`config.mk`:
```
export PLATFORM = sky130hd
export DESIGN_NAME = page_frame_bitmap_allocator_core_flat
export DESIGN_NICKNAME = d
export VERILOG_FILES = /design/src/pfba_pkg.sv /design/src/pfba_in_if.sv /design/src/pfba_out_if.sv /design/src/pfba_cfg_if.sv /design/src/pfba_map.sv /design/src/pfba_seq.sv /design/src/page_frame_bitmap_allocator_core.sv /design/src/flat_wrapper.sv
export SDC_FILE = /design/constraint.sdc
export NUM_CORES = 2
export LEC_CHECK = 0
export BUFFER_PORTS_ARGS = -buffer_cell sky130_fd_sc_hd__buf_4
export CAP_MARGIN = 25
export CORE_UTILIZATION = 30
export CTS_CLUSTER_SIZE = 14
export DETAILED_ROUTE_END_ITERATION = 16
export PLACE_DENSITY_LB_ADDON = 0.15
export SLEW_MARGIN = 40
export SYNTH_ARGS = -nofsm -noshare
export SYNTH_HDL_FRONTEND = slang
export SYNTH_SLANG_ARGS = --single-unit
export TNS_END_PERCENT = 1
```
`constraint.sdc`:
```
create_clock -name clk -period 21.4 [get_ports clk]
set_input_delay 1.07 -clock clk [delete_from_list [all_inputs] [get_ports clk]]
set_output_delay 1.07 -clock clk [all_outputs]
set_load 0.01 [all_outputs]
```
`src/pfba_pkg.sv`:
```
// Shared types, constants and helper functions of the page frame bitmap allocator.
package pfba_pkg;

  // Map geometry: one used bit per page, eight pages per map byte
  localparam int NUM_PAGES = 4096;
  localparam int MAP_BYTES = (NUM_PAGES + 7) / 8;
  localparam int ADDR_W    = $clog2(MAP_BYTES);
  localparam int BCNT_W    = $clog2(MAP_BYTES + 1);
  localparam logic [ADDR_W-1:0] LAST_ADDR = ADDR_W'(MAP_BYTES - 1);

  // Field widths of the channels
  localparam int CMD_W  = 2;
  localparam int PAGE_W = 12;
  localparam int CFG_W  = 13;
  localparam int CIDX_W = 1;
  localparam int STAT_W = 2;

  localparam logic [7:0] BYTE_FULL = 8'hFF;

  // Register reset values
  localparam logic [CFG_W-1:0] USABLE_RST   = CFG_W'(4096);
  localparam logic [CFG_W-1:0] RESERVED_RST = CFG_W'(2048);

  typedef enum logic [CMD_W-1:0] {
    CMD_ALLOC = 2'd0,
    CMD_FREE  = 2'd1,
    CMD_MARK  = 2'd2,
    CMD_INIT  = 2'd3
  } cmd_t;

  typedef enum logic [STAT_W-1:0] {
    STATUS_OK    = 2'd0,
    STATUS_FULL  = 2'd1,
    STATUS_RANGE = 2'd2
  } status_t;

  typedef enum logic [CIDX_W-1:0] {
    CFG_USABLE   = 1'd0,
    CFG_RESERVED = 1'd1
  } cfg_reg_t;

  typedef enum logic [2:0] {
    ST_CLEAR,
    ST_IDLE,
    ST_SCAN,
    ST_RMW,
    ST_INIT,
    ST_DONE
  } state_t;

  // Map memory access request
  typedef struct packed {
    logic              we;
    logic              re;
    logic [ADDR_W-1:0] addr;
    logic [7:0]        wdata;
  } mem_req_t;

  // Finished result from the sequencer
  typedef struct packed {
    logic              valid;
    logic [PAGE_W-1:0] page;
    status_t           status;
  } res_t;

  // Index of the lowest clear bit of a byte (byte known not to be all ones)
  function automatic logic [2:0] first_zero(input logic [7:0] b);
    logic [2:0] pos;
    pos = 3'd0;
    for (int i = 7; i >= 0; i--) begin
      if (!b[i]) pos = 3'(i);
    end
    return pos;
  endfunction

  // Byte with the low n bits set
  function automatic logic [7:0] low_mask(input logic [2:0] n);
    logic [7:0] m;
    m = 8'h00;
    for (int i = 0; i < 8; i++) begin
      if (3'(i) < n) m[i] = 1'b1;
    end
    return m;
  endfunction

endpackage

```
`src/pfba_in_if.sv`:
```
// Command channel: valid/ready with command and page number.
interface pfba_in_if import pfba_pkg::*; ();
  logic              valid;
  logic              ready;
  logic [CMD_W-1:0]  command;
  logic [PAGE_W-1:0] page_number;

  modport source (output valid, output command, output page_number, input ready);
  modport sink   (input valid, input command, input page_number, output ready);
endinterface

```
`src/pfba_out_if.sv`:
```
// Result channel: valid/ready with result page and status.
interface pfba_out_if import pfba_pkg::*; ();
  logic              valid;
  logic              ready;
  logic [PAGE_W-1:0] result_page;
  logic [STAT_W-1:0] status;

  modport source (output valid, output result_page, output status, input ready);
  modport sink   (input valid, input result_page, input status, output ready);
endinterface

```
`src/pfba_cfg_if.sv`:
```
// Register write channel: valid/ready with register index and data.
interface pfba_cfg_if import pfba_pkg::*; ();
  logic              valid;
  logic              ready;
  logic [CIDX_W-1:0] addr;
  logic [CFG_W-1:0]  data;

  modport source (output valid, output addr, output data, input ready);
  modport sink   (input valid, input addr, input data, output ready);
endinterface

```
`src/pfba_map.sv`:
```
// Used-bit map memory: one byte port, registered read data.
module pfba_map import pfba_pkg::*; (
  input  logic       clk,
  input  mem_req_t   req,
  output logic [7:0] rdata
);

  logic [7:0] mem [MAP_BYTES];

  // Write port
  always_ff @(posedge clk) begin
    if (req.we) mem[req.addr] <= req.wdata;
  end

  // Read port, data valid in the next cycle
  always_ff @(posedge clk) begin
    if (req.re) rdata <= mem[req.addr];
  end

endmodule

```
`src/pfba_seq.sv`:
```
// Command sequencer: byte scan, read-modify-write and map sweeps over the map port.
module pfba_seq import pfba_pkg::*; (
  input  logic              clk,
  input  logic              rst_n,
  input  logic              start,
  input  logic [CMD_W-1:0]  in_command,
  input  logic [PAGE_W-1:0] in_page,
  input  logic [CFG_W-1:0]  usable,
  input  logic [CFG_W-1:0]  reserved,
  output logic              idle,
  output res_t              res,
  input  logic              res_taken,
  output mem_req_t          mem_req,
  input  logic [7:0]        rdata
);

  state_t              state_r, state_nxt;
  logic [ADDR_W-1:0]   addr_r, addr_nxt;
  logic [ADDR_W-1:0]   rd_addr_r, rd_addr_nxt;
  logic                chk_r, chk_nxt;
  cmd_t                cmd_r, cmd_nxt;
  logic [PAGE_W-1:0]   page_r, page_nxt;
  logic [PAGE_W-1:0]   res_page_r, res_page_nxt;
  status_t             res_status_r, res_status_nxt;
  logic [BCNT_W-1:0]   free_bytes_r, free_bytes_nxt;
  logic [BCNT_W-1:0]   resv_bytes_r, resv_bytes_nxt;
  logic [2:0]          resv_bits_r, resv_bits_nxt;

  cmd_t                cmd_in;
  logic [31:0]         lim32;
  logic [31:0]         resv32;
  logic [BCNT_W-1:0]   kx;
  logic [7:0]          init_byte;
  logic [7:0]          base_byte;
  logic [2:0]          fz;
  logic [7:0]          bit_mask;

  assign cmd_in   = cmd_t'(in_command);
  assign fz       = first_zero(rdata);
  assign bit_mask = 8'h01 << page_r[2:0];

  // Saturate the register values at the map size
  assign lim32  = (32'(usable) > 32'(NUM_PAGES)) ? 32'(NUM_PAGES) : 32'(usable);
  assign resv32 = (32'(reserved) > 32'(NUM_PAGES)) ? 32'(NUM_PAGES) : 32'(reserved);

  // Rebuilt value of the byte under the sweep address
  assign kx        = BCNT_W'(addr_r);
  assign base_byte = (kx < free_bytes_r) ? 8'h00 : BYTE_FULL;
  always_comb begin
    if (kx < resv_bytes_r) begin
      init_byte = BYTE_FULL;
    end else if (kx == resv_bytes_r) begin
      init_byte = base_byte | low_mask(resv_bits_r);
    end else begin
      init_byte = base_byte;
    end
  end

  // State and working registers
  always_ff @(posedge clk) begin
    if (!rst_n) begin
      state_r <= ST_CLEAR;
      addr_r  <= '0;
      chk_r   <= 1'b0;
    end else begin
      state_r <= state_nxt;
      addr_r  <= addr_nxt;
      chk_r   <= chk_nxt;
    end
  end

  always_ff @(posedge clk) begin
    rd_addr_r    <= rd_addr_nxt;
    cmd_r        <= cmd_nxt;
    page_r       <= page_nxt;
    res_page_r   <= res_page_nxt;
    res_status_r <= res_status_nxt;
    free_bytes_r <= free_bytes_nxt;
    resv_bytes_r <= resv_bytes_nxt;
    resv_bits_r  <= resv_bits_nxt;
  end

  // Next state and map accesses
  always_comb begin
    state_nxt      = state_r;
    addr_nxt       = addr_r;
    rd_addr_nxt    = rd_addr_r;
    chk_nxt        = chk_r;
    cmd_nxt        = cmd_r;
    page_nxt       = page_r;
    res_page_nxt   = res_page_r;
    res_status_nxt = res_status_r;
    free_bytes_nxt = free_bytes_r;
    resv_bytes_nxt = resv_bytes_r;
    resv_bits_nxt  = resv_bits_r;
    mem_req        = '{we: 1'b0, re: 1'b0, addr: addr_r, wdata: 8'h00};

    case (state_r)
      // After reset every byte becomes all used
      ST_CLEAR: begin
        mem_req.we    = 1'b1;
        mem_req.wdata = BYTE_FULL;
        addr_nxt      = addr_r + 1'b1;
        if (addr_r == LAST_ADDR) state_nxt = ST_IDLE;
      end

      ST_IDLE: begin
        if (start) begin
          cmd_nxt        = cmd_in;
          page_nxt       = in_page;
          res_page_nxt   = in_page;
          res_status_nxt = STATUS_OK;
          case (cmd_in)
            CMD_ALLOC: begin
              addr_nxt  = '0;
              chk_nxt   = 1'b0;
              state_nxt = ST_SCAN;
            end
            CMD_FREE, CMD_MARK: begin
              if (32'(in_page) >= 32'(NUM_PAGES)) begin
                res_status_nxt = STATUS_RANGE;
                state_nxt      = ST_DONE;
              end else begin
                mem_req.re   = 1'b1;
                mem_req.addr = ADDR_W'(in_page >> 3);
                state_nxt    = ST_RMW;
              end
            end
            CMD_INIT: begin
              free_bytes_nxt = BCNT_W'(lim32 >> 3);
              resv_bytes_nxt = BCNT_W'(resv32 >> 3);
              resv_bits_nxt  = resv32[2:0];
              addr_nxt       = '0;
              state_nxt      = ST_INIT;
            end
            default: state_nxt = ST_IDLE;
          endcase
        end
      end

      // Stream reads byte by byte; check the byte read in the previous cycle
      ST_SCAN: begin
        if (chk_r && rdata != BYTE_FULL) begin
          mem_req.we    = 1'b1;
          mem_req.addr  = rd_addr_r;
          mem_req.wdata = rdata | (8'h01 << fz);
          res_page_nxt  = PAGE_W'({rd_addr_r, fz});
          state_nxt     = ST_DONE;
        end else if (chk_r && rd_addr_r == LAST_ADDR) begin
          res_page_nxt   = '0;
          res_status_nxt = STATUS_FULL;
          state_nxt      = ST_DONE;
        end else begin
          mem_req.re  = 1'b1;
          rd_addr_nxt = addr_r;
          chk_nxt     = 1'b1;
          addr_nxt    = addr_r + 1'b1;
        end
      end

      // Write back the byte with one bit changed
      ST_RMW: begin
        mem_req.we    = 1'b1;
        mem_req.addr  = ADDR_W'(page_r >> 3);
        mem_req.wdata = (cmd_r == CMD_FREE) ? (rdata & ~bit_mask) : (rdata | bit_mask);
        state_nxt     = ST_DONE;
      end

      // Rebuild the whole map from the registers
      ST_INIT: begin
        mem_req.we    = 1'b1;
        mem_req.wdata = init_byte;
        addr_nxt      = addr_r + 1'b1;
        if (addr_r == LAST_ADDR) state_nxt = ST_DONE;
      end

      ST_DONE: begin
        if (res_taken) state_nxt = ST_IDLE;
      end

      default: state_nxt = ST_IDLE;
    endcase
  end

  assign idle = (state_r == ST_IDLE);
  assign res  = '{valid: (state_r == ST_DONE), page: res_page_r, status: res_status_r};

endmodule

```
`src/page_frame_bitmap_allocator_core.sv`:
```
// Top level of the first-fit bitmap page frame allocator.
//
//  port    dir   word                          handshake
//  in_ch   sink  command, page_number          valid/ready
//  out_ch  src   result_page, status           valid/ready
//  cfg_ch  sink  addr (0 usable, 1 reserved),  valid/ready, always ready
//                data
//
// Alloc scans the map from byte 0, one map byte read per cycle through the single map
// port, and stops at the lowest byte with a free page, or after the last byte when the map is full.
// Free and mark_used read, modify and write back one byte; init rewrites every map byte,
// one byte written per cycle. After reset a clearing pass over every map byte sets every
// page used; in_ch is not ready meanwhile, register writes are taken.
// A result waits in the output register, so the next word may be accepted while it stalls.
module page_frame_bitmap_allocator_core import pfba_pkg::*; (
  input  logic        clk,
  input  logic        rst_n,
  pfba_in_if.sink     in_ch,
  pfba_out_if.source  out_ch,
  pfba_cfg_if.sink    cfg_ch
);

  logic [CFG_W-1:0]  usable_r;
  logic [CFG_W-1:0]  reserved_r;
  logic              out_valid_r;
  logic [PAGE_W-1:0] out_page_r;
  status_t           out_status_r;

  logic              seq_idle;
  logic              res_taken;
  res_t              res;
  mem_req_t          mem_req;
  logic [7:0]        map_rdata;

  // Register writes
  assign cfg_ch.ready = 1'b1;
  always_ff @(posedge clk) begin
    if (!rst_n) begin
      usable_r   <= USABLE_RST;
      reserved_r <= RESERVED_RST;
    end else if (cfg_ch.valid) begin
      case (cfg_reg_t'(cfg_ch.addr))
        CFG_USABLE:   usable_r   <= cfg_ch.data;
        CFG_RESERVED: reserved_r <= cfg_ch.data;
        default: ;
      endcase
    end
  end

  assign in_ch.ready = seq_idle;

  pfba_seq u_seq (
    .clk        (clk),
    .rst_n      (rst_n),
    .start      (in_ch.valid && in_ch.ready),
    .in_command (in_ch.command),
    .in_page    (in_ch.page_number),
    .usable     (usable_r),
    .reserved   (reserved_r),
    .idle       (seq_idle),
    .res        (res),
    .res_taken  (res_taken),
    .mem_req    (mem_req),
    .rdata      (map_rdata)
  );

  pfba_map u_map (
    .clk   (clk),
    .req   (mem_req),
    .rdata (map_rdata)
  );

  // Output register
  assign res_taken = !out_valid_r || out_ch.ready;
  always_ff @(posedge clk) begin
    if (!rst_n) begin
      out_valid_r <= 1'b0;
    end else if (res_taken) begin
      out_valid_r <= res.valid;
    end
  end

  always_ff @(posedge clk) begin
    if (res_taken && res.valid) begin
      out_page_r   <= res.page;
      out_status_r <= res.status;
    end
  end

  assign out_ch.valid       = out_valid_r;
  assign out_ch.result_page = out_page_r;
  assign out_ch.status      = out_status_r;

  // Clearing pass holds off commands right after reset
  a_clear_busy: assert property (@(posedge clk) !rst_n |=> !in_ch.ready)
    else $error("command accepted during clearing pass");

  // Every accepted command leaves the sequencer busy in the following cycle
  a_busy_after_accept: assert property (@(posedge clk) disable iff (!rst_n)
    in_ch.valid && in_ch.ready |=> !in_ch.ready)
    else $error("ready right after a command was accepted");

  // Full map reports page zero
  a_full_page: assert property (@(posedge clk) disable iff (!rst_n)
    out_ch.valid && out_ch.status == STATUS_FULL |-> out_ch.result_page == '0)
    else $error("no-free-page result with nonzero page");

  // Single map port: never read and write in one cycle
  a_one_access: assert property (@(posedge clk) disable iff (!rst_n)
    !(mem_req.we && mem_req.re))
    else $error("map read and write in the same cycle");

endmodule

```
`src/flat_wrapper.sv`:
```
// flat-port wrapper written by rule: the top's interface ports become plain ports
module page_frame_bitmap_allocator_core_flat import pfba_pkg::*;
  (clk, rst_n, in_ch_valid, in_ch_command, in_ch_page_number, in_ch_ready, out_ch_valid, out_ch_result_page, out_ch_status, out_ch_ready, cfg_ch_valid, cfg_ch_addr, cfg_ch_data, cfg_ch_ready);
  pfba_in_if in_ch_i ();
  pfba_out_if out_ch_i ();
  pfba_cfg_if cfg_ch_i ();
  input  logic clk;
  input  logic rst_n;
  input wire logic [$bits(in_ch_i.valid)-1:0] in_ch_valid;
  input wire logic [$bits(in_ch_i.command)-1:0] in_ch_command;
  input wire logic [$bits(in_ch_i.page_number)-1:0] in_ch_page_number;
  output wire logic [$bits(in_ch_i.ready)-1:0] in_ch_ready;
  output wire logic [$bits(out_ch_i.valid)-1:0] out_ch_valid;
  output wire logic [$bits(out_ch_i.result_page)-1:0] out_ch_result_page;
  output wire logic [$bits(out_ch_i.status)-1:0] out_ch_status;
  input wire logic [$bits(out_ch_i.ready)-1:0] out_ch_ready;
  input wire logic [$bits(cfg_ch_i.valid)-1:0] cfg_ch_valid;
  input wire logic [$bits(cfg_ch_i.addr)-1:0] cfg_ch_addr;
  input wire logic [$bits(cfg_ch_i.data)-1:0] cfg_ch_data;
  output wire logic [$bits(cfg_ch_i.ready)-1:0] cfg_ch_ready;
  assign in_ch_i.valid = in_ch_valid;
  assign in_ch_i.command = in_ch_command;
  assign in_ch_i.page_number = in_ch_page_number;
  assign in_ch_ready = in_ch_i.ready;
  assign out_ch_valid = out_ch_i.valid;
  assign out_ch_result_page = out_ch_i.result_page;
  assign out_ch_status = out_ch_i.status;
  assign out_ch_i.ready = out_ch_ready;
  assign cfg_ch_i.valid = cfg_ch_valid;
  assign cfg_ch_i.addr = cfg_ch_addr;
  assign cfg_ch_i.data = cfg_ch_data;
  assign cfg_ch_ready = cfg_ch_i.ready;
  page_frame_bitmap_allocator_core u_core (.clk(clk), .rst_n(rst_n), .in_ch(in_ch_i), .out_ch(out_ch_i), .cfg_ch(cfg_ch_i));
endmodule
```
* Word level (Yosys, flattened, before mapping)
Memory sizes are Yosys's and may differ from the RTL's. A register that Yosys moved wholly into a read port is not among the register bits.
Cells that the tools add are included.
** Storage, ports and cells
- Bits in registers :: 114
- Latch bits :: 0
- RAM bits :: 4096
- Memory bits (read-only) :: 0
- Logic and storage cells :: 161
- Memories :: 1
** Memories
- u_core.u_map.mem :: words 512, width 8, rd ports 1, clocked after Yosys merged registers in 1, wr ports 1, line pfba_map.sv:8 : logic [7:0] mem [MAP_BYTES];
** Cells by class
- $add $sub $neg :: 1
- Multiply operators :: 0
- Div/mod/pow operators :: 0
- Order comparisons :: 12
- Eq/ne operators :: 23
- Shifts and indexed selects :: 2
- Multiplexer cells :: 74
- Bitwise operators :: 8
- Reductions and logical operators :: 24
** Operators by type and width (count)
- $pmux W9 S3 :: 2
- $mux W3 :: 14
- $mux W12 :: 3
- $mux W9 :: 4
- $mux W1 :: 33
- $mux W8 :: 4
- $pmux W8 S4 :: 1
- $gt A13 B13 Y1 const B :: 2
- $or A8 B8 Y8 :: 3
- $pmux W12 S2 :: 1
- $lt A9 B10 Y1 :: 2
- $mux W10 :: 2
- $eq A9 B9 Y1 const B :: 2
- $pmux W3 S6 :: 1
- $mux W17 :: 1
- $ne A2 B2 Y1 const B :: 8
- $shl A1 B3 Y8 const A :: 2
- $reduce_and A5 Y1 :: 3
- $lt A3 B3 Y1 const A :: 4
- $eq A9 B10 Y1 :: 1
- $add A9 B1 Y9 const B :: 1
- $pmux W3 S3 :: 1
- $reduce_and A3 Y1 :: 3
- $and A8 B8 Y8 :: 1
- 26 further kinds :: 45

* Longest topological paths before layout
- Depth in word-level cells :: 12
- Mapped depth :: 21
- Gate-level depth less buffers :: 12

* Cells and area by module
Synthesis repeated with hierarchy kept, for this count alone.
** Second synthesis, totals
- Cells, all modules :: 8106
- Area, all modules :: 164177.5 um^2
** Modules (own cells, without submodules)
- pfba_map :: instances 1, cells each 7575, area an instance 158439.5 um^2, seq. area each 123238.2 um^2
- pfba_seq :: instances 1, cells each 406, area an instance 4224.1 um^2, seq. area each 2031.9 um^2
- page_frame_bitmap_allocator_core :: instances 1, cells each 125, area an instance 1514.0 um^2, seq. area each 960.9 um^2

* Worst setup path before layout
Ideal clock, no wire load.
- Path type :: register -> register
- Start :: reg u_core.u_map.rdata[2] (read register of u_core.u_map.mem)
- End :: mem u_core.u_map.mem[0][1], data pin
- Setup time :: 2.942 ns
- Arrival :: 14.888 ns
- Slack :: 3.571 ns
- Stages on the path, launching flop included :: 6
- Period minus slack after synthesis :: 17.829 ns
- Cells stage by stage :: edfxtp_1 -> clkbuf_2 -> nand4_1 -> clkbuf_1 -> o21ai_1 -> o2111ai_1
** RTL lines
- from (decl) :: line pfba_map.sv:5 : output logic [7:0] rdata
- to (decl) :: line pfba_map.sv:8

* Worst setup path in the final report
- Start :: reg u_core.u_map.rdata[2] (read register of u_core.u_map.mem)
- End :: reg u_core.u_map.rdata[0] (read register of u_core.u_map.mem), data pin
** Between the ends
- Cells in the longest elaborated chain, start to end :: 4
** RTL lines
- $ne A8 B8 Y1 (*) :: line pfba_seq.sv:143 : if (chk_r && rdata != BYTE_FULL) begin
- $logic_and A1 B1 Y1 (*) :: line pfba_seq.sv:143
- $mux W17 / $mux W1 (equally long branches) :: line pfba_seq.sv:143
- $pmux W9 S3 / $pmux W1 S2 (equally long branches) :: line pfba_seq.sv:98 : case (state_r)
Every way passes the cells marked *; elsewhere a longest branch is shown, timed or not.
A chain may end at the register's enable or synchronous reset.

==> out/results.txt <==
status: completed
Clock Skews: 0.0799 ns
synth warn: 0
Max FO, Critical Path: 33
Post-CTS Setup Repair Bufs: 0
area of the die: 553000 sq um
WP data required: 22.13 ns
drt pass-1 iters: 6
P per Cell Area: 93.2 nW/um^2
Crit. End Element: flop
hpwl dp: 359000 um
Post-synth EDFFs: 4176
largest net degree at the start of global routing: 167
initial antenna violation count: 41
DR DRC count: 0
area growth from synthesis to layout: 16.0%
worst min path class: input pin to flop
#FFs+latches synth: 4213
sequential power share: 0.501
actual slew at the worst max-slew pin: 0.999 ns
Longest Clk Path Bufs: 4
# clock sinks: 4213
core area: 546000 sq um
Post-CTS Hold Buffers: 0
CTS Buf Count: 454
Sw Pwr: 4.05 mW
Root Driver: clkbuf_16
Detailed Route Iter0 Violations: 10100
CP max-delay cell: nor3_1
Skew-Pair Late Insertion Delay: 1.06 ns
final count of hold timing violations: 0
cts repair resizes: 0
critical path's largest stage delay: 0.80 ns
Setup Viol. Count Final: 0
Ports: 50
DR vias: 90100
final setup TNS: 0 ns
routed wire length: 571000 um
H-tree Lvls: 5
highest routed layer: met5
Syn Std Cell Area: 165000 sq um
Congestion Overflow GR: 0
row cnt: 271
WL/cell: 33.9 um
post-layout min period: 9.02 ns
Pint: 13.8 mW
most frequent cells in the layout: edfxtp_1, nand2_1, mux4_2
Post-synth ARST share: 0
CP most frequent cell: buf_4
FMAX: 111 MHz
multi-input logic area: 37700 sq um
Clock power frac: 0.442
max-cap violations: 0
RSZ-0062 raised after global routing: false
Finished Cell Area: 191000 sq um
Syn Area/Cell: 18.4 sq um
routability cong.: 0.852
PortBufs: 47
Mapped Cells: 8975
most common library cell in the layout ignoring fill and taps: edfxtp_1
Die Span Y: 743 um
clock-pin slew on the worst setup and hold paths: 0.06 ns
starting density of the core: 0.302
final worst path period share: 0.422
layout cell share with drive strength beyond 1: 0.238
worst vdd ir: 0.0737 mV
main flop type after synthesis: edfxtp_1
Via density: 5.34
crit path DAT: 9.75 ns
Netlist cell types: 95
Seq/Total Area, Yosys: 0.765
met3 routed WL: 38000 um
Register Area: 126000 sq um
critical path, cell by cell: nand4_1, o211ai_1, o211a_4, buf_4, buf_4, buf_4, buf_4, buf_4, mux4_2, a22oi_1, o22ai_1, nor3_1, buf_4, nand4_1, or4_1
DP Area: 176000 sq um
first-pass GRT wire length: 778000 um
buffers and inverters on the worst path: 6
CP delay by family, top: buffers and inverters
die width: 743 um
Antenna Nets Post-Route: 0
met2 wire len: 263000 um
Final Util: 0.350
Met1 Wirelength: 249000 um
critical path type: flop to flop
CTS tree: yes
Leakage: 58.3 nW
Syn Nets: 9030
sw frac: 0.227
Final Max Tran Viols: 0
Slew HR: 0.334
Filler cells: 51000
number of global-route vias before repair: 89800
total track usage: 0.202
Comb pwr share: 0.057
Worst Setup Start Kind: flop
nets: 9284
-- path summary, 6_finish.rpt --
| path | from | endpoint | slack, ns | cells past startpoint |
|---|---|---|---|---|
| setup / recovery | u_core.u_map.rdata[2] | u_core.u_map.rdata[0] | 12.38 | 15 |
| hold / removal | in_ch_page_number[7] | u_core.u_seq.page_r[7] | 0.23 | 1 |
| setup reg to reg | u_core.u_map.rdata[2] | u_core.u_map.rdata[0] | 12.38 | 15 |
| hold reg to reg | u_core.u_seq.res_page_r[2] | u_core.out_ch.result_page[2] | 0.43 | 0 |
-- cell type report --
cell class / count / share of cell area
inverter: 29 / 0.000595
clock inverter: 284 / 0.0157
timing repair buffer: 379 / 0.0182
clock buffer: 555 / 0.0618
tap: 7234 / 0.0473
sequential: 4213 / 0.659
antenna: 20 / 0.000262
multi-input combinational: 4152 / 0.197
-- metal layers --
layer  vias to the layer above  GRT usage
met4                         8     0.0662
li1                      36900          -
met2                      3469      0.318
met1                     49000      0.285
met5                         -          0
met3                       774     0.0331
-- through the flow --
step	power (mW)	setup WS (ns)	instances	hold slack (ns)
2_1_floorplan	9.73	3.57	8975	0.400
3_3_place_gp	10.1	11.69	16000	0.417
3_5_place_dp	10.1	12.00	16000	0.412
4_1_cts	18.0	12.44	16800	0.130
5_1_grt	18.3	12.04	16800	0.184
6_report	17.8	12.38	16900	0.229
-- synthesized netlist by cell type, types with 30 or more instances --
library cell / instances / share of area
edfxtp_1: 4176 / 0.76
clkbuf_1: 236 / 0.0054
buf_4: 61 / 0.0028
a32oi_1: 50 / 0.0027
and3_1: 30 / 0.0011
a21oi_1: 177 / 0.0054
nand4_1: 100 / 0.0038
o22ai_1: 189 / 0.0072
nor4_1: 36 / 0.0014
o21ai_0: 129 / 0.0039
nand2_1: 742 / 0.017
a22oi_1: 197 / 0.0090
buf_2: 162 / 0.0049
mux2i_1: 472 / 0.029
nor2_1: 599 / 0.014
mux4_2: 655 / 0.089
nand3_1: 289 / 0.0088
a31oi_1: 35 / 0.0013
buf_6: 55 / 0.0038
buf_1: 57 / 0.0013
dfxtp_1: 37 / 0.0045
nor3_1: 41 / 0.0012
-- registers in the layout, summed over array words and instances (netlist names), 2 cells and up --
name	count
u_core.u_map.mem	4096
u_core.reserved_r	13
u_core.out_ch.result_page	12
u_core.u_seq.page_r	12
u_core.u_seq.res_page_r	12
u_core.u_seq.free_bytes_r	10
u_core.u_seq.resv_bytes_r	10
u_core.usable_r	10
u_core.u_seq.addr_r	9
u_core.u_seq.rd_addr_r	9
u_core.u_map.rdata	8
u_core.u_seq.resv_bits_r	3
u_core.u_seq.state_r	3
u_core.u_seq.cmd_r	2
-- cell families after synthesis --
| group | Yosys count | synth area share |
|---|---|---|
| AOI/OAI and AO/OA | 1048 | 0.0437 |
| xor gates and xnor gates | 6 | 0.000319 |
| adders and majority gates | 22 | 0.00167 |
| buffers and inverters | 610 | 0.0197 |
| DFF | 4213 | 0.765 |
| muxes | 1130 | 0.118 |
| other | 2 | 0.0000455 |
| and+or+nand+nor | 1944 | 0.0515 |
-- power groups by stage --
| stage | Sequential (mW) | Combinational (mW) | Clock (mW) |
|---|---|---|---|
| finish | 8.94 | 1.01 | 7.88 |
| global route | 8.93 | 1.05 | 8.30 |
| CTS | 8.94 | 1.01 | 8.02 |
| detailed placement | 9.11 | 1.01 | 0 |
| global placement | 9.11 | 0.997 | 0 |
| floorplan | 9.11 | 0.616 | 0 |
Note: power is estimated with default switching activity, not from simulation.
